**src/design/ttg_pkg.sv**
```systemverilog
`timescale 1ns / 1ps

package ttg_pkg;

	// system clock the tone is derived from
	localparam int CLOCK_HZ = 8000000;

	// field widths
	localparam int FREQ_W  = 16;
	localparam int CODE_W  = 3;
	localparam int CMP_W   = 8;
	localparam int PRESC_W = 10;
	localparam int SHIFT_W = 4;

	// configuration port
	localparam int ADDR_W = 3;
	localparam int DATA_W = 32;

	// divider: half the clock divided by the frequency, one quotient bit a cycle
	localparam int DIVIDEND = CLOCK_HZ / 2;
	localparam int QUOT_W   = $clog2(DIVIDEND + 1);
	localparam int CNT_W    = $clog2(QUOT_W);

	localparam int NUM_PRESC = 7;

	localparam logic [CODE_W-1:0] CODE_MAX   = CODE_W'(NUM_PRESC);
	localparam logic [CMP_W-1:0]  CMP_MAX    = {CMP_W{1'b1}};
	localparam logic [FREQ_W-1:0] FREQ_RESET = FREQ_W'(1000);

	// register indexes, decoded from the word address
	localparam logic REG_ENABLE    = 1'b0;
	localparam logic REG_FREQUENCY = 1'b1;

	// configuration events seen by the controller
	typedef struct packed {
		logic en_rise;    // enable written to 1 from 0
		logic run_clear;  // stop or restart: clear level and counters
	} ttg_cfg_ev_t;

	// controller to datapath
	typedef struct packed {
		logic snap;         // capture frequency for a pending start
		logic use_snap;     // search target is the captured frequency
		logic div_load;     // latch divisor and dividend
		logic div_step;     // one quotient bit
		logic res_load;     // pick prescale from quotient
		logic chosen_load;  // copy search result into live setting
		logic item_step;    // request accepted
		logic run_clear;
	} ttg_cmd_t;

	// datapath to controller
	typedef struct packed {
		logic tag_match;    // stored search result belongs to the target frequency
	} ttg_stat_t;

	// right shift that matches prescale code 1..7 (1,8,32,64,128,256,1024)
	function automatic logic [SHIFT_W-1:0] presc_shift(input logic [CODE_W-1:0] code);
		logic [SHIFT_W-1:0] sh;
		case (code)
			3'd1:    sh = 4'd0;
			3'd2:    sh = 4'd3;
			3'd3:    sh = 4'd5;
			3'd4:    sh = 4'd6;
			3'd5:    sh = 4'd7;
			3'd6:    sh = 4'd8;
			3'd7:    sh = 4'd10;
			default: sh = 4'd6;
		endcase
		return sh;
	endfunction

	// last prescaler count before the timer advances (prescale minus one)
	function automatic logic [PRESC_W-1:0] presc_last(input logic [CODE_W-1:0] code);
		logic [SHIFT_W-1:0] sh;
		sh = presc_shift(code);
		return {PRESC_W{1'b1}} >> (SHIFT_W'(PRESC_W) - sh);
	endfunction

endpackage

```
**src/design/timer_tone_generator_unit.sv**
```systemverilog
`timescale 1ns / 1ps
// A result is registered and presented in the cycle after its request is taken.
// Throughput: one tick request per cycle while the divider search is settled and
// the output slot is free. After reset or a frequency write, the divider search
// (one quotient bit a cycle through a restoring divider) stalls requests; an
// enable start stalls them while the chosen setting is loaded.
// Reset: enable 0, frequency 1000, level and counters clear, code 7, compare 255.

module timer_tone_generator_unit (
	input  logic                       clk,
	input  logic                       arst_n,
	// configuration
	input  logic                       psel,
	input  logic                       penable,
	input  logic                       pwrite,
	input  logic [ttg_pkg::ADDR_W-1:0] paddr,
	input  logic [ttg_pkg::DATA_W-1:0] pwdata,
	output logic [ttg_pkg::DATA_W-1:0] prdata,
	output logic                       pready,
	// tick requests
	input  logic                       in_valid,
	output logic                       in_ready,
	input  logic                       tick,
	// results
	output logic                       out_valid,
	input  logic                       out_ready,
	output logic                       tone_level,
	output logic [ttg_pkg::CODE_W-1:0] prescale_code,
	output logic [ttg_pkg::CMP_W-1:0]  compare_value,
	output logic                       out_of_range
);
	import ttg_pkg::*;

	logic              enable_q;
	logic [FREQ_W-1:0] frequency_q;
	logic              wr;
	logic              reg_idx;
	ttg_cfg_ev_t       cfg_ev;
	ttg_cmd_t          cmd;
	ttg_stat_t         stat;

	assign pready  = 1'b1;
	assign wr      = psel && penable && pwrite;
	assign reg_idx = paddr[2];

	// start and stop events from enable writes
	assign cfg_ev.en_rise   = wr && (reg_idx == REG_ENABLE) && pwdata[0] && !enable_q;
	assign cfg_ev.run_clear = wr && (reg_idx == REG_ENABLE) && (!pwdata[0] || !enable_q);

	// hold configuration registers
	always_ff @(posedge clk or negedge arst_n) begin
		if (!arst_n) begin
			enable_q    <= 1'b0;
			frequency_q <= FREQ_RESET;
		end else if (wr) begin
			unique case (reg_idx)
				REG_ENABLE:    enable_q    <= pwdata[0];
				REG_FREQUENCY: frequency_q <= pwdata[FREQ_W-1:0];
				default:       enable_q    <= enable_q;
			endcase
		end
	end

	// read back
	always_comb begin
		unique case (reg_idx)
			REG_ENABLE:    prdata = {{(DATA_W-1){1'b0}}, enable_q};
			REG_FREQUENCY: prdata = {{(DATA_W-FREQ_W){1'b0}}, frequency_q};
			default:       prdata = '0;
		endcase
	end

	ttg_ctrl u_ctrl (
		.clk       (clk),
		.arst_n    (arst_n),
		.in_valid  (in_valid),
		.in_ready  (in_ready),
		.out_valid (out_valid),
		.out_ready (out_ready),
		.cfg_ev    (cfg_ev),
		.stat      (stat),
		.cmd       (cmd)
	);

	ttg_dpath u_dpath (
		.clk           (clk),
		.arst_n        (arst_n),
		.cmd           (cmd),
		.frequency     (frequency_q),
		.enable        (enable_q),
		.tick          (tick),
		.stat          (stat),
		.tone_level    (tone_level),
		.prescale_code (prescale_code),
		.compare_value (compare_value),
		.out_of_range  (out_of_range)
	);

`ifndef ASSERT_OFF
	// stopped tone reads low
	a_idle_low: assert property (@(posedge clk) disable iff (!arst_n)
		(out_valid && !enable_q) |-> !tone_level)
		else $error("tone level high while disabled");

	// fallback setting goes with the flag
	a_range_fallback: assert property (@(posedge clk) disable iff (!arst_n)
		out_of_range |-> ((prescale_code == CODE_MAX) && (compare_value == CMP_MAX)))
		else $error("out of range without fallback setting");

	// no prescale code zero ever reaches the output
	a_code_nonzero: assert property (@(posedge clk) disable iff (!arst_n)
		out_valid |-> (prescale_code != '0))
		else $error("prescale code zero");

	// requests only taken against a settled search
	a_ready_settled: assert property (@(posedge clk) disable iff (!arst_n)
		in_ready |-> stat.tag_match)
		else $error("request taken during divider search");
`endif

endmodule

```
**src/design/ttg_ctrl.sv**
```systemverilog
`timescale 1ns / 1ps

module ttg_ctrl (
	input  logic               clk,
	input  logic               arst_n,
	input  logic               in_valid,
	output logic               in_ready,
	output logic               out_valid,
	input  logic               out_ready,
	input  ttg_pkg::ttg_cfg_ev_t cfg_ev,
	input  ttg_pkg::ttg_stat_t stat,
	output ttg_pkg::ttg_cmd_t  cmd
);
	import ttg_pkg::*;

	typedef enum logic [1:0] {
		S_IDLE,
		S_DIV,
		S_PICK
	} state_t;

	localparam logic [CNT_W-1:0] CNT_LAST = CNT_W'(QUOT_W - 1);

	state_t             state_q;
	logic [CNT_W-1:0]   cnt_q;
	logic               srch_ok_q;
	logic               pend_q;
	logic               out_valid_q;
	logic               hit;
	logic               accept;

	// search result is usable when finished and for the right frequency
	assign hit = srch_ok_q && stat.tag_match;

	assign in_ready  = (state_q == S_IDLE) && hit && !pend_q && (!out_valid_q || out_ready);
	assign accept    = in_valid && in_ready;
	assign out_valid = out_valid_q;

	// decode commands
	always_comb begin
		cmd             = '0;
		cmd.snap        = cfg_ev.en_rise;
		cmd.use_snap    = pend_q;
		cmd.div_load    = (state_q == S_IDLE) && !hit;
		cmd.div_step    = (state_q == S_DIV);
		cmd.res_load    = (state_q == S_PICK);
		cmd.chosen_load = (state_q == S_IDLE) && hit && pend_q;
		cmd.item_step   = accept;
		cmd.run_clear   = cfg_ev.run_clear;
	end

	// sequence the search, hold pending start and output slot
	always_ff @(posedge clk or negedge arst_n) begin
		if (!arst_n) begin
			state_q     <= S_IDLE;
			cnt_q       <= '0;
			srch_ok_q   <= 1'b0;
			pend_q      <= 1'b0;
			out_valid_q <= 1'b0;
		end else begin
			unique case (state_q)
				S_IDLE: begin
					if (!hit) begin
						state_q   <= S_DIV;
						cnt_q     <= '0;
						srch_ok_q <= 1'b0;
					end
				end
				S_DIV: begin
					if (cnt_q == CNT_LAST) begin
						state_q <= S_PICK;
					end else begin
						cnt_q <= cnt_q + 1'b1;
					end
				end
				S_PICK: begin
					state_q   <= S_IDLE;
					srch_ok_q <= 1'b1;
				end
				default: begin
					state_q <= S_IDLE;
				end
			endcase

			if (cfg_ev.en_rise) begin
				pend_q <= 1'b1;
			end else if (cmd.chosen_load) begin
				pend_q <= 1'b0;
			end

			if (accept) begin
				out_valid_q <= 1'b1;
			end else if (out_ready) begin
				out_valid_q <= 1'b0;
			end
		end
	end

endmodule

```
**src/design/ttg_dpath.sv**
```systemverilog
`timescale 1ns / 1ps

module ttg_dpath (
	input  logic                       clk,
	input  logic                       arst_n,
	input  ttg_pkg::ttg_cmd_t          cmd,
	input  logic [ttg_pkg::FREQ_W-1:0] frequency,
	input  logic                       enable,
	input  logic                       tick,
	output ttg_pkg::ttg_stat_t         stat,
	output logic                       tone_level,
	output logic [ttg_pkg::CODE_W-1:0] prescale_code,
	output logic [ttg_pkg::CMP_W-1:0]  compare_value,
	output logic                       out_of_range
);
	import ttg_pkg::*;

	// search unit
	logic [FREQ_W-1:0]  snap_q;
	logic [FREQ_W-1:0]  divisor_q;
	logic [FREQ_W-1:0]  target;
	logic [FREQ_W-1:0]  rem_q;
	logic [QUOT_W-1:0]  quot_q;
	logic [FREQ_W:0]    shifted;
	logic [FREQ_W+1:0]  diff;
	logic               ge;
	logic [QUOT_W-1:0]  qs;
	logic [CODE_W-1:0]  pick_code;
	logic [CMP_W-1:0]   pick_cmp;
	logic               pick_flag;
	logic [CODE_W-1:0]  srch_code_q;
	logic [CMP_W-1:0]   srch_cmp_q;
	logic               srch_flag_q;

	// live tone state
	logic [CODE_W-1:0]  code_q;
	logic [CMP_W-1:0]   cmp_q;
	logic               flag_q;
	logic               level_q;
	logic [PRESC_W-1:0] presc_q;
	logic [CMP_W-1:0]   timer_q;

	assign target         = cmd.use_snap ? snap_q : frequency;
	assign stat.tag_match = (divisor_q == target);

	// restoring division step
	assign shifted = {rem_q, quot_q[QUOT_W-1]};
	assign diff    = {1'b0, shifted} - {2'b00, divisor_q};
	assign ge      = !diff[FREQ_W+1];

	// first prescale whose quotient lies in 1..compare max + 1
	always_comb begin
		pick_code = CODE_MAX;
		pick_cmp  = CMP_MAX;
		pick_flag = 1'b1;
		qs        = '0;
		for (int i = NUM_PRESC - 1; i >= 0; i--) begin
			qs = quot_q >> presc_shift(CODE_W'(i + 1));
			if ((qs != '0) && ((qs - 1'b1) <= QUOT_W'(CMP_MAX))) begin
				pick_code = CODE_W'(i + 1);
				pick_cmp  = CMP_W'(qs - 1'b1);
				pick_flag = 1'b0;
			end
		end
		if (divisor_q == '0) begin
			pick_code = CODE_MAX;
			pick_cmp  = CMP_MAX;
			pick_flag = 1'b1;
		end
	end

	// divider and search result registers
	always_ff @(posedge clk) begin
		if (cmd.snap) begin
			snap_q <= frequency;
		end
		if (cmd.div_load) begin
			divisor_q <= target;
			rem_q     <= '0;
			quot_q    <= QUOT_W'(DIVIDEND);
		end else if (cmd.div_step) begin
			rem_q  <= ge ? diff[FREQ_W-1:0] : shifted[FREQ_W-1:0];
			quot_q <= {quot_q[QUOT_W-2:0], ge};
		end
		if (cmd.res_load) begin
			srch_code_q <= pick_code;
			srch_cmp_q  <= pick_cmp;
			srch_flag_q <= pick_flag;
		end
	end

	// tone state: idle requests reload the setting, running requests advance
	always_ff @(posedge clk or negedge arst_n) begin
		if (!arst_n) begin
			code_q  <= CODE_MAX;
			cmp_q   <= CMP_MAX;
			flag_q  <= 1'b0;
			level_q <= 1'b0;
			presc_q <= '0;
			timer_q <= '0;
		end else begin
			if (cmd.chosen_load) begin
				code_q <= srch_code_q;
				cmp_q  <= srch_cmp_q;
				flag_q <= srch_flag_q;
			end
			if (cmd.run_clear) begin
				level_q <= 1'b0;
				presc_q <= '0;
				timer_q <= '0;
			end else if (cmd.item_step) begin
				if (!enable) begin
					code_q  <= srch_code_q;
					cmp_q   <= srch_cmp_q;
					flag_q  <= srch_flag_q;
					level_q <= 1'b0;
					presc_q <= '0;
					timer_q <= '0;
				end else if (tick) begin
					if (presc_q >= presc_last(code_q)) begin
						presc_q <= '0;
						if (timer_q >= cmp_q) begin
							timer_q <= '0;
							level_q <= !level_q;
						end else begin
							timer_q <= timer_q + 1'b1;
						end
					end else begin
						presc_q <= presc_q + 1'b1;
					end
				end
			end
		end
	end

	assign tone_level    = level_q;
	assign prescale_code = code_q;
	assign compare_value = cmp_q;
	assign out_of_range  = flag_q;

endmodule
```
**config.mk**
```make
export PLATFORM = sky130hd
export DESIGN_NAME = timer_tone_generator_unit
export DESIGN_NICKNAME = d
export VERILOG_FILES = /design/src/design/ttg_pkg.sv /design/src/design/timer_tone_generator_unit.sv /design/src/design/ttg_ctrl.sv /design/src/design/ttg_dpath.sv
export SDC_FILE = /design/constraint.sdc
export NUM_CORES = 1
export LEC_CHECK = 0
export BUFFER_PORTS_ARGS = -buffer_cell sky130_fd_sc_hd__buf_4
export CORE_UTILIZATION = 50
export CTS_BUF_LIST = sky130_fd_sc_hd__clkbuf_4 sky130_fd_sc_hd__clkbuf_8 sky130_fd_sc_hd__clkbuf_16
export CTS_CLUSTER_SIZE = 30
export DETAILED_ROUTE_END_ITERATION = 6
export PLACE_DENSITY = 0.68
export REMOVE_ABC_BUFFERS = 1
export SYNTH_ARGS = -nofsm -noshare
export SYNTH_HDL_FRONTEND = slang
export SYNTH_SLANG_ARGS = --single-unit
```
**constraint.sdc**
```tcl
create_clock -name clk -period 7.2 [get_ports clk]
set_input_delay 1.44 -clock clk [delete_from_list [all_inputs] [get_ports clk]]
set_output_delay 1.44 -clock clk [all_outputs]
set_load 0.02 [all_outputs]
```
## Word-level counts from Yosys, hierarchy flattened

Cells that the tools add are included.

| storage, ports and cells | value |
|---|---|
| register bits after elaboration | 140 |
| input port bits | 43 |
| output and inout bits | 48 |
| word-level logic and storage cells | 181 |

| operators by class | value |
|---|---|
| add/subtract/negate cells | 12 |
| $lt $le $gt $ge | 9 |
| eq/ne operators | 16 |
| shift operators | 1 |
| mux-type cells | 69 |
| bitwise logic cells | 1 |
| reductions and logical operators | 52 |

Operators with widths:

| operator | number |
|---|---|
| $le 22x8->1 const B | 7 |
| $reduce_bool 22->1 | 7 |
| $mux 8 | 17 |
| $pmux 32 s2 | 1 |
| $mux 10 | 5 |
| $mux 16 | 2 |
| $mux 3 | 9 |
| $pmux 4 s6 | 1 |
| $mux 1 | 23 |
| $sub 22x1->22 const B | 1 |
| $logic_and 1x1->1 | 20 |
| $sub 19x1->20 const B | 1 |
| $sub 17x1->18 const B | 1 |
| $sub 17x16->18 | 1 |
| $sub 16x1->17 const B | 1 |
| $eq 16x16->1 | 1 |
| $logic_not 16->1 | 1 |
| $mux 4 | 4 |
| $sub 15x1->16 const B | 1 |
| $sub 14x1->15 const B | 1 |
| $sub 12x1->13 const B | 1 |
| $add 10x1->10 const B | 1 |
| $ge 10x10->1 | 1 |
| $mux 5 | 2 |
| other kinds (28) | 50 |

## Longest topological paths before layout

Gate-level depths: netlist of the first run.

| depth | value |
|---|---|
| depth after elaboration | 17 |
| gate-level depth with buffers | 18 |
| depth with buffers taken out | 16 |

## By module

A second synthesis of the first run with hierarchy kept.

| unflattened totals | value |
|---|---|
| cells, all modules | 1077 |
| area total of the unflattened synthesis | 10064.7 µm² |

By module, submodules not included:

| module | times used | cells an instance | area an instance (µm²) | sequential area each (µm²) |
|---|---|---|---|---|
| ttg_dpath | 1 | 946 | 8523.2 | 2871.5 |
| timer_tone_generator_unit | 1 | 77 | 974.7 | 432.9 |
| ttg_ctrl | 1 | 54 | 566.8 | 250.2 |

## Worst setup path before layout of the first run

Ideal clock, no wire load.

| timing | value |
|---|---|
| kind | register to register |
| from | reg u_dpath.code_q[0], in the netlist u_dpath.prescale_code[0] |
| to | reg u_dpath.timer_q[5] |
| setup time | 0.121 ns |
| data arrival time | 3.710 ns |
| data required time | 7.079 ns |
| path slack | 3.369 ns |
| cell stages (with the launch flop) | 18 |
| path buffers | 2 |
| clock period less this slack | 3.831 ns |
| cells stage by stage | dfstp_2 > inv_1 > ha_1 > nor2_1 > xor2_1 > or2_2 > clkbuf_1 > inv_1 > or3_1 > ha_1 > nand2_1 > a21oi_1 > nand2_1 > a211oi_1 > nor2_1 > clkbuf_1 > a211o_1 > a22o_1 |

| between the ends | value |
|---|---|
| cells in the longest elaborated chain, start to end | 11 |
| elaborated cells on any way between the ends | 16 |
| classes of those cells | add/sub (1); order compare (1); eq/ne (7); shift (1); mux (5); reduce/logical (1) |

Ends and longest elaborated chain:

| element | RTL line | text |
|---|---|---|
| start: declaration | ttg_dpath.sv:36 | `logic [CODE_W-1:0] code_q;` |
| start signal: assignment | ttg_dpath.sv:103 | `code_q <= srch_code_q;` |
| start signal: assignment | ttg_dpath.sv:113 | `code_q <= srch_code_q;` |
| $eq 3x3->1, or another cell as far along | ttg_pkg.sv:60 | `case (code)` |
| $pmux 4 s6 (*) | ttg_pkg.sv:60 |  |
| $mux 4 (*) | ttg_dpath.sv:119 | `end else if (tick) begin` |
| $mux 4 (*) | ttg_dpath.sv:112 | `if (!enable) begin` |
| $mux 4 (*) | ttg_dpath.sv:111 | `end else if (cmd.item_step) begin` |
| $mux 4 (*) | ttg_dpath.sv:107 | `if (cmd.run_clear) begin` |
| $sub 4x4->4 (*) | ttg_pkg.sv:77 | `return {PRESC_W{1'b1}} >> (SHIFT_W'(PRESC_W) - sh);` |
| $shr 10x4->10 (*) | ttg_pkg.sv:77 |  |
| $ge 10x10->1 (*) | ttg_dpath.sv:120 | `if (presc_q >= presc_last(code_q)) begin` |
| $ne 3x1->1 (no source line) (*) | -- |  |
| $reduce_and 3->1 (no source line) (*) | -- |  |
| end signal: assignment | ttg_dpath.sv:126 | `timer_q <= timer_q + 1'b1;` |
| end: declaration | ttg_dpath.sv:41 | `logic [CMP_W-1:0] timer_q;` |

Mark *: on every way between the ends. The rest lies on a longest branch, timed or not. The select of a mux whose other input is x is not followed.
A chain may end at the register's enable or synchronous reset.

## Worst setup path in the final report of the first run

| timing | value |
|---|---|
| from | reg u_dpath.quot_q[11], in the netlist u_dpath.qs[11] |
| to | reg u_dpath.srch_cmp_q[3], data pin |

| between the ends | value |
|---|---|
| cells in the longest elaborated chain, start to end | 10 |
| elaborated cells on any way between the ends | 35 |
| classes of those cells | add/sub (7); order compare (7); mux (7); reduce/logical (14) |

Ends and longest elaborated chain:

| element | RTL line | text |
|---|---|---|
| start: declaration | ttg_dpath.sv:23 | `logic [QUOT_W-1:0] quot_q;` |
| start signal: assignment | ttg_dpath.sv:80 | `quot_q <= QUOT_W'(DIVIDEND);` |
| start signal: assignment | ttg_dpath.sv:83 | `quot_q <= {quot_q[QUOT_W-2:0], ge};` |
| $sub 12x1->13 | ttg_dpath.sv:59 | `if ((qs != '0) && ((qs - 1'b1) <= QUOT_W'(CMP_MAX))) begin` |
| $le 22x8->1 | ttg_dpath.sv:59 |  |
| $logic_and 1x1->1 | ttg_dpath.sv:59 |  |
| $mux 8 (6 in series) | ttg_dpath.sv:59 |  |
| $mux 8 (*) | ttg_dpath.sv:59 |  |
| end signal: assignment | ttg_dpath.sv:87 | `srch_cmp_q <= pick_cmp;` |
| end: declaration | ttg_dpath.sv:32 | `logic [CMP_W-1:0] srch_cmp_q;` |

Mark *: on every way between the ends. The rest lies on a longest branch, timed or not.

==> impl_metrics.ini, run 1 <==
[clock_network]
clk_pin_slew_worst_paths_ns = 0.07
post_cts_resized = 0
clock_sink_count = 140
tritoncts = built
tritoncts.num_buffers = 17
cts_setup_buffers = 0
max-clock-path-buffers = 2
postCtsHoldBufs = 0
clk_root_buffer_cell = sky130_fd_sc_hd__clkbuf_16
cts-htree-levels = 4
insertion_delay_ns = 0.42

[yosys]
avgSynthCellArea_um2 = 8.94
synth_top_area_frac = 0.132
synth_enable_flop_cells = 44
syn_inst = 1122
synth.yosys.warnings = 0
async_reset_ff_frac = 0.414
synth_cell_types = 83
synthFlopType = sky130_fd_sc_hd__edfxtp_1
syn_area_um2 = 10000
total_of_flip_flops_plus_latches_after_synthesis = 140
yosys-top-cells-area = sky130_fd_sc_hd__edfxtp_1 (13%), sky130_fd_sc_hd__dfrtp_1 (10%), sky130_fd_sc_hd__dfxtp_1 (7.6%), sky130_fd_sc_hd__ha_1 (7.0%), sky130_fd_sc_hd__xnor2_1 (5.5%)
ys_seq_area_frac = 0.354
post-synth-top-area-cell = sky130_fd_sc_hd__edfxtp_1

[cells_and_area]
area_delta_synth_final_pct = 10.7
final_design_area_no_fill_um2 = 11100
num-nets-final = 1244
share_of_layout_cells_above_drive_strength_1 = 0.163
seqCellArea_um2 = 3550
multiInputGateArea_um2 = 5920
finish.utilization = 0.567
instances_no_fill = 1422
fillers = 1773
insertedDiodeCount = 0

[floorplanning]
die-height_um = 144
placement_rows = 51
initial_utilization = 0.512
die_w_um = 144
floorplan.core_area_um2 = 19600
design.die.area_um2 = 20600
io_pins = 91

[worst_setup_path]
category_of_the_critical_setup_timing_path = flop to flop
slowest_stage = sky130_fd_sc_hd__nand4_1
critical_path.max_fanout = 17
startpoint_type = flop
worst-endpoint-required_ns = 7.32
crit_buf_inv = 1
worstPathCellList = inv_1 > ha_1 > nor3b_1 > o21ai_0 > o21ai_0 > nand4_1 > a21boi_0 > a2111o_1 > a31oi_1 > o311ai_1
critPathCaptureType = flop
path_delay_family = compound AO/OA/AOI/OAI gates
crit_path_frequent_cell = sky130_fd_sc_hd__o21ai_0
critical_path.max_stage_delay_ns = 0.65
worst_ep_arrival_time_ns = 4.77

[power]
ir_worst_vdd_uv = 235
switching_share = 0.455
clkPwrFrac = 0.182
internal_power_mw = 2.49
total_switching_power_mw = 2.07
p_seq_frac = 0.289
power.density_cell_area_nw_per_um2 = 411
leakage_nw = 4.51
power_frac_comb = 0.529

[timing]
timing.clock.skew_ns = 0.0110
final_setup_fails = 0
period_needed_ns = 4.65
period_share = 0.646
hold_viol_final = 0
timing_max_transition_violations_final = 0
maxSlewHeadroom = 0.238
total_negative_setup_slack_ns = 0
hold_slack_ns = 0.453
tightestPinTransition_ns = 1.14
fmax_mhz = 215
setup_repair_after_global_routing_missed_its_margin = false

[placed_design]
gp_congestion = 0.997
port_buffers = 55
dpl-instance-area_um2 = 10600
hpwl_um = 17500
place_inst = 1390

[global_routing]
vias_in_the_first_global_route = 7771
first_pass_grt_wire_length_um = 39400
grt_use_total = 0.245
globalRouteOverflowTotal = 0
pin_count_of_the_biggest_net_entering_global_routing = 60
grt_antenna_before_repair = 0

[route]
number_of_vias_in_the_routed_layout = 8372
drcViolationCount = 0
dr.first_iter.drc_count = 876
avgViaCountPerCell = 5.89
drt_first_pass_iters = 5
ant_nets = 0
avgRoutedWirePerCell_um = 17.2
routed_wirelength_um = 24500

[min_path]
min-delay-path-class = flop to flop

[run]
cap_viol_max_count = 0

[status]
status = finished, final reports clean
-- routing by layer --
metal / global-route usage / share of wire
met5: 0 / 0
met3: 0.0483 / 0.056
met4: 0.0756 / 0.019
met2: 0.387 / 0.46
met1: 0.335 / 0.47
-- final timing paths --
kind                                       start                  endpoint  slack (ns)  cells past startpoint
min reg2reg                u_dpath.srch_cmp_q[2]  u_dpath.compare_value[2]        0.45                      2
max in group asynchronous                 arst_n          u_ctrl.srch_ok_q        5.60                      1
max                               u_dpath.qs[11]     u_dpath.srch_cmp_q[3]        2.55                     10
min                        u_dpath.srch_cmp_q[2]  u_dpath.compare_value[2]        0.45                      2
max reg2reg                       u_dpath.qs[11]     u_dpath.srch_cmp_q[3]        2.55                     10
min in group asynchronous                 arst_n      u_dpath.out_of_range        1.07                      1
-- sequential cells by signal (all words and copies together), names as in the netlist, 2 cells and up --
register               count
frequency_q               16
u_dpath.compare_value      8
u_dpath.presc_q           10
u_dpath.snap_q            16
u_ctrl.state_q             2
u_dpath.srch_cmp_q         8
u_dpath.srch_code_q        3
u_dpath.prescale_code      3
u_dpath.timer_q            8
u_ctrl.cnt_q               5
u_dpath.rem_q             16
u_dpath.qs                22
u_dpath.divisor_q         16
-- power groups by stage --
stage                     sequential [mW]  clock, mW  combinational (mW)
after floorplan                      1.26          0                1.81
after global placement               1.32          0                2.34
after detailed placement             1.32          0                2.38
after CTS                            1.31      0.848                2.39
after global routing                 1.35      0.874                2.66
final                                1.32      0.832                2.41
-- cells in the mapped netlist (12+ instances only) --
cell type and number:
sky130_fd_sc_hd__ha_1 56, sky130_fd_sc_hd__buf_4 18, sky130_fd_sc_hd__inv_1 61, sky130_fd_sc_hd__nand4_1 16, sky130_fd_sc_hd__o31ai_1 15, sky130_fd_sc_hd__nand3_1 31, sky130_fd_sc_hd__dfstp_2 17, sky130_fd_sc_hd__xnor2_1 63
sky130_fd_sc_hd__a21oi_1 53, sky130_fd_sc_hd__nor3_1 28, sky130_fd_sc_hd__nand2_1 100, sky130_fd_sc_hd__mux2i_1 23, sky130_fd_sc_hd__nor2b_1 12, sky130_fd_sc_hd__mux2_2 41, sky130_fd_sc_hd__edfxtp_1 44, sky130_fd_sc_hd__and2_1 26
sky130_fd_sc_hd__nor2_1 63, sky130_fd_sc_hd__dfxtp_1 38, sky130_fd_sc_hd__o21ai_0 65, sky130_fd_sc_hd__clkbuf_1 45, sky130_fd_sc_hd__nor4_1 27, sky130_fd_sc_hd__xor2_1 18, sky130_fd_sc_hd__dfrtp_1 41, sky130_fd_sc_hd__a211oi_1 19
-- worst reg2reg max path, delay by kind of cell, from the launching register on --
| kind | cells | cell delay [ns] |
|---|---|---|
| AOI/OAI and AO/OA | 6 | 1.67 |
| adders and majority gates | 1 | 0.57 |
| buffers and inverters | 1 | 0.27 |
| DFF | 1 | 0.55 |
| and+or+nand+nor | 2 | 1.30 |
-- final cells by class --
| cell class | instances | area share |
|---|---|---|
| multi-input combinational | 854 | 0.533 |
| sequential | 140 | 0.320 |
| timing repair buffer | 68 | 0.0460 |
| clock buffer | 17 | 0.0383 |
| tap | 265 | 0.0299 |
| inverter | 63 | 0.0213 |
| clock inverter | 15 | 0.0115 |
-- layout by cell type (no fill, tap or decap), types with 8 or more instances in the layout --
master / Yosys / layout
sky130_fd_sc_hd__inv_6: 0 / 8
sky130_fd_sc_hd__o31ai_1: 15 / 15
sky130_fd_sc_hd__a211oi_1: 19 / 19
sky130_fd_sc_hd__inv_1: 61 / 61
sky130_fd_sc_hd__a21oi_1: 53 / 53
sky130_fd_sc_hd__nor3_1: 28 / 28
sky130_fd_sc_hd__nand2_1: 100 / 100
sky130_fd_sc_hd__nand2b_1: 11 / 11
sky130_fd_sc_hd__a21o_1: 8 / 8
sky130_fd_sc_hd__xnor2_1: 63 / 63
sky130_fd_sc_hd__nor2_1: 63 / 63
sky130_fd_sc_hd__mux2i_1: 23 / 23
sky130_fd_sc_hd__o21a_1: 8 / 8
sky130_fd_sc_hd__nand3_1: 31 / 31
sky130_fd_sc_hd__a211o_1: 8 / 8
sky130_fd_sc_hd__nand4_1: 16 / 16
sky130_fd_sc_hd__xor2_1: 18 / 18
sky130_fd_sc_hd__nor4_1: 27 / 27
sky130_fd_sc_hd__or2_2: 11 / 11
sky130_fd_sc_hd__and2_1: 26 / 26
sky130_fd_sc_hd__or3_1: 8 / 8
sky130_fd_sc_hd__and3_1: 8 / 8
sky130_fd_sc_hd__dfstp_2: 17 / 17
sky130_fd_sc_hd__clkbuf_16: 0 / 17
sky130_fd_sc_hd__edfxtp_1: 44 / 44
sky130_fd_sc_hd__dfrtp_1: 41 / 41
sky130_fd_sc_hd__nor2b_1: 12 / 11
sky130_fd_sc_hd__o211ai_1: 11 / 11
sky130_fd_sc_hd__ha_1: 56 / 56
sky130_fd_sc_hd__conb_1: 2 / 17
sky130_fd_sc_hd__a31oi_1: 9 / 9
sky130_fd_sc_hd__buf_4: 18 / 68
sky130_fd_sc_hd__mux2_2: 41 / 41
sky130_fd_sc_hd__o21ai_0: 65 / 65
sky130_fd_sc_hd__dfxtp_1: 38 / 38
-- cells by family after synthesis --
kind of cell | after synthesis | synth area share
simple gates | 386 | 0.208
mux | 64 | 0.0690
other cells | 2 | 0.000749
xor+xnor | 81 | 0.0707
buf+inv | 143 | 0.0624
compound gates | 249 | 0.163
flops | 140 | 0.354
fa+ha+maj | 57 | 0.0718
-- per-stage QoR --
stage | setup slack [ns] | total power [mW]
final | 2.55 | 4.56
after global routing | 2.20 | 4.89
after CTS | 2.62 | 4.55
after detailed placement | 2.65 | 3.70
after global placement | 2.77 | 3.66
after floorplan | 3.23 | 3.07
No activity file was read; power rests on OpenSTA's default activity.
==> inputs of run 2 (changes only) <==
==> constraint.sdc (replaced) <==
create_clock -name clk -period 4.6 [get_ports clk]
set_input_delay 0.92 -clock clk [delete_from_list [all_inputs] [get_ports clk]]
set_output_delay 0.92 -clock clk [all_outputs]
set_load 0.02 [all_outputs]
==> impl_metrics.ini, run 2 (synthesized netlist as in run 1, its figures left out) <==
[status]
status = finished, final reports clean

[route]
drt_first_pass_iters = 5
ant_nets = 0
dr.first_iter.drc_count = 678
drcViolationCount = 0
avgRoutedWirePerCell_um = 17.2
routed_wirelength_um = 24900
avgViaCountPerCell = 5.84
number_of_vias_in_the_routed_layout = 8442

[cells_and_area]
finish.utilization = 0.577
area_delta_synth_final_pct = 12.6
share_of_layout_cells_above_drive_strength_1 = 0.181
most-common-layout-cells = sky130_fd_sc_hd__nand2_1 (100), sky130_fd_sc_hd__buf_4 (91), sky130_fd_sc_hd__o21ai_0 (65)
most_frequent_standard_cell_in_the_layout_excluding_fill_and_tap_cells = sky130_fd_sc_hd__nand2_1
insertedDiodeCount = 0
num-nets-final = 1267
final_design_area_no_fill_um2 = 11300
largest_register_ffs = 22

[clock_network]
post_cts_resized = 0
clock_sink_count = 140
tritoncts = built
postCtsHoldBufs = 0
cts_setup_buffers = 0
tritoncts.num_buffers = 17
cts-htree-levels = 4
clk_root_buffer_cell = sky130_fd_sc_hd__clkbuf_16
insertion_delay_ns = 0.43
clk_pin_slew_worst_paths_ns = 0.07
max-clock-path-buffers = 2

[power]
power_frac_comb = 0.543
p_seq_frac = 0.274
clkPwrFrac = 0.183
total_switching_power_mw = 3.30
leakage_nw = 4.65
power.density_cell_area_nw_per_um2 = 645
internal_power_mw = 3.99
switching_share = 0.453
ir_worst_vdd_uv = 314

[min_path]
min-delay-path-class = flop to flop

[timing]
timing_max_transition_violations_final = 0
final_setup_fails = 0
total_negative_setup_slack_ns = 0
fmax_mhz = 240
tightestPinTransition_ns = 1.14
maxSlewHeadroom = 0.235
hold_viol_final = 0
timing.clock.skew_ns = 0.00980
setup_repair_after_global_routing_missed_its_margin = false
period_share = 0.907
period_needed_ns = 4.17
post-route-worst-setup-slack_ns = 0.429

[worst_setup_path]
category_of_the_critical_setup_timing_path = flop to primary output
critical_path.max_stage_delay_ns = 0.86
critical_path.max_fanout = 20
worstPathCellList = mux2_2 > xnor2_1 > nor4_1 > nand2_1 > and4b_1 > nor4b_1 > buf_4
worst-endpoint-required_ns = 3.68
crit_buf_inv = 1
startpoint_type = flop
worst_ep_arrival_time_ns = 3.25
critPathCaptureType = primary output
slowest_stage = sky130_fd_sc_hd__dfrtp_1
path_delay_family = simple AND/OR/NAND/NOR gates

[global_routing]
first_pass_grt_wire_length_um = 40200
pin_count_of_the_biggest_net_entering_global_routing = 60
grt_use_total = 0.251
globalRouteOverflowTotal = 0
vias_in_the_first_global_route = 7798
grt_antenna_before_repair = 0

[placed_design]
gp_congestion = 0.990
place_worst_setup_slack_ns = 0.864
port_buffers = 55
dpl-instance-area_um2 = 10700
hpwl_um = 17800

[floorplanning]
initial_utilization = 0.512
die-height_um = 144
die_w_um = 144
design.die.area_um2 = 20600
placement_rows = 51
io_pins = 91
floorplan.core_area_um2 = 19600

[run]
cap_viol_max_count = 0
run 2: cell types whose count changed in the layout (fill, tap and decap cells not counted), sizes merged:
cell	previous run	this run
inv	71	72
buf	68	91
clkinv	4	6
clkinvlp	3	0
run 2: worst register-to-register path, stage by stage (launching register included):
cell and delay [ns]:
sky130_fd_sc_hd__dfxtp_1 0.38, sky130_fd_sc_hd__inv_1 0.23, sky130_fd_sc_hd__ha_1 0.40, sky130_fd_sc_hd__nor2b_1 0.50, sky130_fd_sc_hd__nand4_1 0.18, sky130_fd_sc_hd__xnor2_1 0.18, sky130_fd_sc_hd__nor4_1 0.61, sky130_fd_sc_hd__and2_1 0.49
sky130_fd_sc_hd__a211oi_1 0.11, sky130_fd_sc_hd__o31ai_1 0.38, sky130_fd_sc_hd__a211oi_1 0.13
run 2: final cells by class:
class,count,area (um^2)
inverters,63,236
clock inverters,15,145
multi-input cells,854,5920
fillers,1763,8290
well taps,265,332
flip-flops and latches,140,3550
clock buffers,17,425
repair buffers,91,683
run 2: per-layer routing:
layer | up-vias | global-route usage | wire length [um]
li1 | 4123 | - | -
met1 | 3978 | 0.350 | 11600
met2 | 299 | 0.385 | 11200
met3 | 42 | 0.0477 | 1560
met4 | 0 | 0.0901 | 574
met5 | - | 0 | 0
run 2: power groups by stage:
stage | combinational, mW | sequential [mW] | clock, mW
2_1_floorplan | 2.83 | 1.97 | 0
3_3_place_gp | 3.83 | 2.00 | 0
3_5_place_dp | 3.88 | 2.01 | 0
4_1_cts | 3.91 | 1.99 | 1.36
5_1_grt | 4.36 | 2.04 | 1.42
6_report | 3.96 | 2.00 | 1.33
run 2: path summary, 6_finish.rpt:
path | startpoint | slack [ns] | endpoint | depth (start not counted)
worst min register to register | u_dpath.srch_cmp_q[2] | 0.46 | u_dpath.compare_value[2] | 2
max in group asynchronous | arst_n | 3.54 | frequency_q[12] | 1
worst max register to register | u_dpath.qs[7] | 0.74 | u_dpath.srch_cmp_q[7] | 10
worst max-delay path | u_ctrl.pend_q | 0.43 | in_ready | 7
worst min-delay path | u_dpath.srch_cmp_q[2] | 0.46 | u_dpath.compare_value[2] | 2
min in group asynchronous | arst_n | 0.54 | u_dpath.out_of_range | 1
run 2: metrics by stage:
step	cells	power [mW]	hold slack [ns]
final	1445	7.29	0.456
after global routing	1445	7.82	0.482
after CTS	1445	7.26	0.458
after detailed placement	1413	5.89	0.440
after global placement	1413	5.83	0.437
after floorplan	1057	4.80	0.429
==> inputs of run 3 (changes only) <==
--- a/config.mk
+++ b/config.mk
@@ -6,6 +6,7 @@
 export NUM_CORES = 1
 export LEC_CHECK = 0
 export BUFFER_PORTS_ARGS = -buffer_cell sky130_fd_sc_hd__buf_4
+export CORE_ASPECT_RATIO = 1.75
 export CORE_UTILIZATION = 50
 export CTS_BUF_LIST = sky130_fd_sc_hd__clkbuf_4 sky130_fd_sc_hd__clkbuf_8 sky130_fd_sc_hd__clkbuf_16
 export CTS_CLUSTER_SIZE = 30
==> impl_metrics.ini, run 3 (synthesized netlist as in run 1, its figures left out) <==
[status]
status = finished, final reports clean

[timing]
timing_max_transition_violations_final = 0
total_negative_setup_slack_ns = 0
final_setup_fails = 0
post-route-worst-setup-slack_ns = 0.476
fmax_mhz = 243
period_share = 0.896
period_needed_ns = 4.12
hold_viol_final = 0
timing.clock.skew_ns = 0.00988
setup_repair_after_global_routing_missed_its_margin = false
maxSlewHeadroom = 0.242
tightestPinTransition_ns = 1.14

[cells_and_area]
num-nets-final = 1269
multiInputGateArea_um2 = 5920
most_frequent_standard_cell_in_the_layout_excluding_fill_and_tap_cells = sky130_fd_sc_hd__nand2_1
insertedDiodeCount = 0
most-common-layout-cells = sky130_fd_sc_hd__nand2_1 (100), sky130_fd_sc_hd__buf_4 (93), sky130_fd_sc_hd__o21ai_0 (65)
largest_register_ffs = 22
instances_no_fill = 1427
finish.utilization = 0.575
area_delta_synth_final_pct = 12.7
share_of_layout_cells_above_drive_strength_1 = 0.182
fillers = 1796
seqCellArea_um2 = 3550

[placed_design]
place_inst = 1395
port_buffers = 55
hpwl_um = 20100
place_worst_setup_slack_ns = 0.219
gp_congestion = 1.02

[worst_setup_path]
startpoint_type = flop
critical_path.max_stage_delay_ns = 0.86
worst_ep_arrival_time_ns = 3.20
critical_path.max_fanout = 20
slowest_stage = sky130_fd_sc_hd__dfrtp_1
category_of_the_critical_setup_timing_path = flop to primary output
critPathCaptureType = primary output
worstPathCellList = mux2_2 > xnor2_1 > nor4_1 > nand2_1 > and4b_1 > nor4b_1 > buf_4
worstRegToRegCells = 15
worst-endpoint-required_ns = 3.68

[clock_network]
clk_pin_slew_worst_paths_ns = 0.06
max-clock-path-buffers = 2
insertion_delay_ns = 0.42
clock_sink_count = 140
cts-htree-levels = 4
postCtsHoldBufs = 0
tritoncts = built
tritoncts.num_buffers = 17
clk_root_buffer_cell = sky130_fd_sc_hd__clkbuf_16

[route]
ant_nets = 0
avgViaCountPerCell = 6.04
met1Wirelength_um = 10000
dr.first_iter.drc_count = 571
routed_wirelength_um = 26800
drcViolationCount = 0
number_of_vias_in_the_routed_layout = 8619
highest-signal-layer = met4
drt_first_pass_iters = 5
route.met3.wl_um = 975
avgRoutedWirePerCell_um = 18.8
met2WireLength_um = 13900

[floorplanning]
floorplan.core_area_um2 = 19700
die-height_um = 189
placement_rows = 68
io_pins = 91
initial_utilization = 0.510
die_w_um = 109
design.die.area_um2 = 20700

[global_routing]
grt_antenna_before_repair = 0
first_pass_grt_wire_length_um = 43200
grt_use_total = 0.273
vias_in_the_first_global_route = 8596
pin_count_of_the_biggest_net_entering_global_routing = 60
globalRouteOverflowTotal = 0

[power]
power.density_cell_area_nw_per_um2 = 656
leakage_nw = 4.65
ir_worst_vdd_uv = 600

[run]
cap_viol_max_count = 0

[min_path]
worstHoldPathCells = 2
min-delay-path-class = flop to flop
==> run 3: power breakdown <==
group          internal (mW)  switching (mW)  leakage [nW]
Sequential              1.64           0.331          1.43
Combinational           1.63            2.44          2.94
Clock                  0.814           0.554         0.275
Total                   4.09            3.33          4.65
==> run 3: layout make-up <==
class | count | share of cell area
clock buffer | 19 | 0.0390
clock inverter | 13 | 0.0126
inverter | 63 | 0.0209
multi-input combinational | 854 | 0.524
sequential | 140 | 0.315
tap | 245 | 0.0271
timing repair buffer | 93 | 0.0618
==> run 3: through the flow <==
| step | hold WS, ns | area (um^2) | power [mW] |
|---|---|---|---|
| 3_5_place_dp | 0.442 | 10700 | 5.99 |
| 3_3_place_gp | 0.437 | 10700 | 5.94 |
| 4_1_cts | 0.456 | 11300 | 7.38 |
| 6_report | 0.453 | 11300 | 7.41 |
| 5_1_grt | 0.479 | 11300 | 7.92 |
| 2_1_floorplan | 0.429 | 9700 | 4.80 |
==> run 3: worst max-delay path, delay by kind of cell (launching register included) <==
kind	cells	cell delay [ns]
and+or+nand+nor	4	1.11
DFF	1	0.86
muxes	1	0.44
buffers and inverters	1	0.22
xor gates and xnor gates	1	0.16
==> run 3: final timing paths <==
| kind | from | endpoint | slack, ns |
|---|---|---|---|
| max | u_ctrl.pend_q | in_ready | 0.48 |
| min reg2reg | u_dpath.srch_cmp_q[6] | u_dpath.compare_value[6] | 0.45 |
| max reg2reg | u_dpath.prescale_code[0] | u_dpath.timer_q[2] | 0.51 |
| min | u_dpath.srch_cmp_q[6] | u_dpath.compare_value[6] | 0.45 |
| min in group asynchronous | arst_n | u_dpath.presc_q[5] | 0.54 |
| max in group asynchronous | arst_n | frequency_q[13] | 3.53 |
==> run 3: metal layers <==
metal | GRT usage | vias up
met5 | 0 | -
met1 | 0.284 | 4101
met4 | 0.200 | 0
met3 | 0.0361 | 120
li1 | - | 4116
met2 | 0.488 | 282
==> run 3: timing repair <==
action,in CTS,in global routing
resized for setup,0,1
endpoints found under the setup margin,0,9
setup buffers,0,0
